## src/rtl/cbs_pkg.sv

```systemverilog
// Shared constants, types and helpers for the channel breakout signal block.
// Used by cbs_cell, cbs_chain, channel_breakout_signal and cbs_checker.
`default_nettype none
package cbs_pkg;

  localparam int WINDOW_MAX = 64;
  localparam int LEN_W      = $clog2(WINDOW_MAX + 1);
  localparam int HELD_W     = $clog2(WINDOW_MAX + 2);
  localparam int SCAN_W     = (WINDOW_MAX > 1) ? $clog2(WINDOW_MAX) : 1;

  localparam logic [1:0] CFG_SYMBOL_ID = 2'd0;
  localparam logic [1:0] CFG_LOOKBACK  = 2'd1;
  localparam logic [1:0] CFG_ENTRY_QTY = 2'd2;

  localparam logic [1:0] ACT_NONE = 2'd0;
  localparam logic [1:0] ACT_BUY  = 2'd1;
  localparam logic [1:0] ACT_SELL = 2'd2;

  localparam logic [6:0]  LOOKBACK_RST  = 7'd20;
  localparam logic [15:0] ENTRY_QTY_RST = 16'd100;

  typedef struct packed {
    logic shift;   // insert a new word at the head, push the rest down
    logic rotate;  // move every word one place toward the head, head wraps to tail
  } cell_ctl_t;

  // Clamp the configured lookback into 1..WINDOW_MAX.
  function automatic logic [LEN_W-1:0] eff_len(input logic [6:0] lb);
    logic [LEN_W-1:0] res;
    if (lb == 7'd0) begin
      res = LEN_W'(1);
    end else if (32'(lb) > 32'(WINDOW_MAX)) begin
      res = LEN_W'(WINDOW_MAX);
    end else begin
      res = LEN_W'(lb);
    end
    return res;
  endfunction

endpackage
`default_nettype wire

```

## src/rtl/cbs_cell.sv

```systemverilog
// One history cell: holds the high and low of one past bar.
// Depends on cbs_pkg for the control struct.
`default_nettype none
module cbs_cell (
  input  wire logic             clk,
  input  wire cbs_pkg::cell_ctl_t ctl,
  input  wire logic [31:0]      prev_high,
  input  wire logic [31:0]      prev_low,
  input  wire logic [31:0]      next_high,
  input  wire logic [31:0]      next_low,
  output logic      [31:0]      high,
  output logic      [31:0]      low
);

  logic [31:0] high_r;
  logic [31:0] low_r;

  always_ff @(posedge clk) begin
    if (ctl.shift) begin
      high_r <= prev_high;
      low_r  <= prev_low;
    end else if (ctl.rotate) begin
      high_r <= next_high;
      low_r  <= next_low;
    end
  end

  assign high = high_r;
  assign low  = low_r;

endmodule
`default_nettype wire

```

## src/rtl/cbs_chain.sv

```systemverilog
// Row of WINDOW_MAX history cells; cell 0 holds the most recent stored bar.
// Depends on cbs_pkg and cbs_cell.
`default_nettype none
module cbs_chain (
  input  wire logic               clk,
  input  wire cbs_pkg::cell_ctl_t ctl,
  input  wire logic [31:0]        new_high,
  input  wire logic [31:0]        new_low,
  output logic      [31:0]        head_high,
  output logic      [31:0]        head_low
);

  localparam int N = cbs_pkg::WINDOW_MAX;

  logic [31:0] cell_high [N];
  logic [31:0] cell_low  [N];

  for (genvar k = 0; k < N; k++) begin : g_cell
    logic [31:0] ph, pl, nh, nl;
    if (k == 0) begin : g_head
      assign ph = new_high;
      assign pl = new_low;
    end else begin : g_body
      assign ph = cell_high[k-1];
      assign pl = cell_low[k-1];
    end
    // the head wraps to the tail while rotating
    if (k == N - 1) begin : g_tail
      assign nh = cell_high[0];
      assign nl = cell_low[0];
    end else begin : g_mid
      assign nh = cell_high[k+1];
      assign nl = cell_low[k+1];
    end
    cbs_cell u_cell (
      .clk       (clk),
      .ctl       (ctl),
      .prev_high (ph),
      .prev_low  (pl),
      .next_high (nh),
      .next_low  (nl),
      .high      (cell_high[k]),
      .low       (cell_low[k])
    );
  end

  assign head_high = cell_high[0];
  assign head_low  = cell_low[0];

endmodule
`default_nettype wire

```

## config.mk

```make
export PLATFORM = sky130hd
export DESIGN_NAME = cbs_chain
export DESIGN_NICKNAME = d
export VERILOG_FILES = /design/src/rtl/cbs_pkg.sv /design/src/rtl/cbs_cell.sv /design/src/rtl/cbs_chain.sv
export SDC_FILE = /design/constraint.sdc
export NUM_CORES = 2
export LEC_CHECK = 0
export BUFFER_PORTS_ARGS = -buffer_cell sky130_fd_sc_hd__buf_2
export CAP_MARGIN = 40
export CELL_PAD_IN_SITES_DETAIL_PLACEMENT = 1
export CELL_PAD_IN_SITES_GLOBAL_PLACEMENT = 1
export CORE_ASPECT_RATIO = 1.75
export CORE_MARGIN = 4
export CORE_UTILIZATION = 50
export CTS_BUF_LIST = sky130_fd_sc_hd__clkbuf_16
export CTS_CLUSTER_DIAMETER = 50
export DETAILED_ROUTE_END_ITERATION = 10
export GPL_TIMING_DRIVEN = 0
export PLACE_DENSITY = 0.73
export REMOVE_ABC_BUFFERS = 1
export SYNTH_ARGS = -nofsm -noshare
export SYNTH_HDL_FRONTEND = slang
export SYNTH_HIERARCHICAL = 1
export SYNTH_SLANG_ARGS = --single-unit
```

## constraint.sdc

```tcl
create_clock -name clk -period 2.55 [get_ports clk]
set_clock_uncertainty 0.1 [all_clocks]
set_input_delay 0.255 -clock clk [delete_from_list [all_inputs] [get_ports clk]]
set_output_delay 0.255 -clock clk [all_outputs]
set_load 0.005 [all_outputs]
```

==> results by group <==
Status
  – Run status: finished, final reports clean

Yosys
  – Largest family of logic cells by synthesized area: multiplexers
  – EDFF count, synth: 4096
  – Post-synthesis sequential area ratio: 66.1%
  – Post-Synth Adder-Cell Area: 0%
  – Area share of the largest cell type after synthesis: 66.1%
  – Compound-Gate Fraction of Synth Area: 0%
  – Post-synthesis cell area: 0.186 mm2
  – Post-Synth Simple-Gate Area: 0.215%
  – Warnings from Yosys: 6
  – Mux cell area share after synthesis: 31.1%
  – Asr flop ratio synth: 0%
  – Post-Syn Area per Cell: 21.4 um2
  – #FFs+latches synth: 4096
  – Ys flop type: edfxtp_1
  – Gate count of the mapped netlist: 8704
  – Most common cell in the synthesized netlist: edfxtp_1
  – List of most frequent post-synthesis cells: 4096 x edfxtp_1, 3136 x mux2_4, 960 x mux2_2
  – Post-synthesis xor/xnor area fraction: 0%
  – Synth area leaders: edfxtp_1 66%, mux2_4 25%, mux2_2 5.8%
  – Synth cell types: 6
  – Yosys top cell by area: edfxtp_1

CTS
  – Worst-path clk slew: 0.06 ns
  – Clock sinks: 4096
  – Clock buffer depth: 4
  – Clock Latency Late Sink: 0.95 ns
  – CTS H-tree depth: 5
  – Root Driver: clkbuf_16
  – Total CTS buffers: 387
  – CTS tree: built

Global routing
  – Largest net degree at the start of global routing: 162
  – GRT met2 Usage: 44.4%
  – Global-route wire length before repair: 688 mm
  – Initial antenna violation count: 30
  – Routing usage on met1: 30.7%
  – Grt ovf: 0
  – Met3 global-route usage: 2.72%
  – Vias in the first global route: 91.9k
  – GRT Max-Usage Layer: met2
  – GRT Util Overall: 24.7%

Die
  – Die width: 469 um
  – I/O pin cnt: 131
  – Initial core utilization: 50.2%
  – Die ar.: 0.382 mm2
  – Core area: 0.371 mm2
  – Row cnt: 296
  – Die span in y: 815 um

Detailed routing
  – Iteration count of the initial detailed-routing pass: 6
  – Total Routed Length: 488 mm
  – Initial DRC count: 8395
  – Antenna Nets Post-Route: 0
  – Vias/cell: 5.95
  – DRC errors left: 0
  – WL/cell: 33.9 um
  – DR vias: 85.5k

Worst setup path
  – Reg2Reg Depth: 2
  – Crit-path cells: dlygate4sd3_1 -> buf_2 -> buf_12 -> or2_4 -> buf_12 -> buf_12
  – Buf/Inv on CP: 5
  – Most frequent CP cell: buf_12
  – CP startpoint kind: primary input
  – Worst path slowest cell: or2_4
  – FF-to-FF setup slack: 0.69 ns
  – Top delay family on crit path: buffers and inverters
  – Crit path capture type: flip-flop
  – Reg2reg end: g_cell[63].u_cell/high[24]
  – Setup Crit Path Kind: primary input to flip-flop
  – CP peak stage delay: 0.76 ns
  – Worst R2R Start: g_cell[0].u_cell/high[24]
  – Max FO, Critical Path: 49
  – Worst EP required: 3.07 ns
  – Crit path arrival time: 3.02 ns

Timing
  – Hold Vio Cnt, Final: 0
  – Hold WS: 0.0516 ns
  – Setup TNS: 0 ns
  – Fin. max-slew vios: 0
  – Final setup fails: 0
  – RSZ-0062 raised after global routing: no
  – Worst slew pin tran: 1.02 ns
  – Peak Freq: 400 MHz
  – Fin crit period: 2.50 ns
  – Tcrit/Tclk final: 98.1%
  – Max-Slew Margin vs Limit: 32.3%

Min path
  – Hold wc startpoint: new_low[25]
  – Worst Hold End: g_cell[0].u_cell/low[25]
  – Worst Hold Class: primary input to flip-flop
  – Hold Path Depth: 3

Power
  – P_int: 142 mW
  – Total power draw: 186 mW
  – Switch share: 23.7%
  – Sequential share of power: 53.2%
  – Clock power share: 32.6%
  – Max VDD drop: 644 uV
  – Pwr dens: 894 mW/mm2
  – Combinational group share of total power: 14.2%
  – LEAKAGE: 82.3 nW
  – Sw Pwr: 44.1 mW

Cells and area
  – Multi-input logic area: 0.0585 mm2
  – FILL cells: 31.0k
  – Seq. cell area: 0.123 mm2
  – Layout Nets: 9176
  – Final Util: 56.2%
  – Area added between synthesis and finish: 12.1%
  – Layout cells sized above 1: 54.0%
  – Layout Cells excl Fill: 14.4k

Placed design
  – Hpwl dp: 295 mm
  – Final Wtd Congestion: 0.736
  – Port-buffer cells: 130
  – Dpl cells: 13.5k

Run
  – Max Cap Viol: 0
-- timing repair --
item | 4_1_cts | 5_1_grt
pin swaps | 3 | 1
hold buffers | 109 | 0
setup endpoints to repair | 5203 | 504
gates cloned | 41 | 5
hold endpoints to repair | 163 | 0
gates resized for setup | 9 | 0
buffers inserted | 2 | 1
-- logic make-up after synthesis --
family / after synthesis
flops: 4096
buf+inv: 448
simple gates: 64
mux: 4096
-- power groups by stage --
stage | logic, mW | registers, mW | clock network (mW)
floorplan | 18.7 | 95.6 | 0
global placement | 23.0 | 87.9 | 0
detailed placement | 25.3 | 100 | 0
CTS | 26.3 | 99.1 | 62.2
global route | 27.4 | 100 | 65.0
finish | 26.5 | 99.1 | 60.8
-- worst min-delay path, stage by stage --
cell and delay (ns):
dlygate4sd3_1 0.52, buf_2 0.10, mux2_4 0.12
-- layout make-up --
cell class	instances	area share [%]
clock inverters	311	1.55
flip-flops and latches	4096	59.0
multi-input cells	4163	28.0
repair buffers	461	3.71
well taps	4917	2.95
clock buffers	394	4.73
diodes	27	0.0324
-- stage by stage --
stage                     area (um2)  worst slack [ns]
after floorplan               181000             0.339
after global placement        188000            -92.23
after detailed placement      193000             -4.12
after CTS                     208000           -0.0803
after global routing          209000            0.0600
final                         209000            0.0480
-- per-layer routing --
| layer | routed length, um | share of wire, % | vias up |
|---|---|---|---|
| met2 | 256000 | 53 | 2658 |
| met4 | 19200 | 3.9 | 2 |
| met3 | 22600 | 4.6 | 741 |
| met1 | 190000 | 39 | 46800 |
| met5 | 5 | 0.0010 | - |
| li1 | - | - | 35300 |
-- registers in the layout (all words and copies together), names as in the netlist --
name,count
g_cell.u_cell/low,2048
g_cell.u_cell/high,2048
-- worst max-delay path by stage --
stage / startpoint / end / slack, ns / depth (start not counted)
after detailed placement: ctl[1] / g_cell[17].u_cell/low[16] / -4.12 / 9
after floorplan: ctl[0] / g_cell[0].u_cell/high[0] / 0.34 / 1
after global placement: ctl[1] / g_cell[58].u_cell/low[6] / -92.23 / 2
after global routing: ctl[0] / g_cell[45].u_cell/high[30] / 0.06 / 6
after CTS: g_cell[0].u_cell/high[23] / head_high[23] / -0.08 / 2
final: ctl[0] / g_cell[45].u_cell/high[1] / 0.05 / 6
-- cell usage in the layout (no fill, tap or decap), types with 7 or more instances in the layout --
| cell | instances |
|---|---|
| inv_6 | 11 |
| mux2_4 | 3139 |
| clkinv_8 | 8 |
| bufinv_16 | 62 |
| buf_2 | 128 |
| buf_12 | 30 |
| edfxtp_1 | 4096 |
| dlygate4sd3_1 | 107 |
| clkbuf_16 | 398 |
| buf_8 | 7 |
| clkinv_4 | 13 |
| diode_2 | 27 |
| clkinv_2 | 62 |
| mux2_2 | 957 |
| or2_4 | 64 |
| clkinv_1 | 72 |
| clkinvlp_4 | 20 |
| bufbuf_16 | 36 |
| buf_16 | 146 |
| inv_1 | 58 |
(Power assumes the default switching activity.)
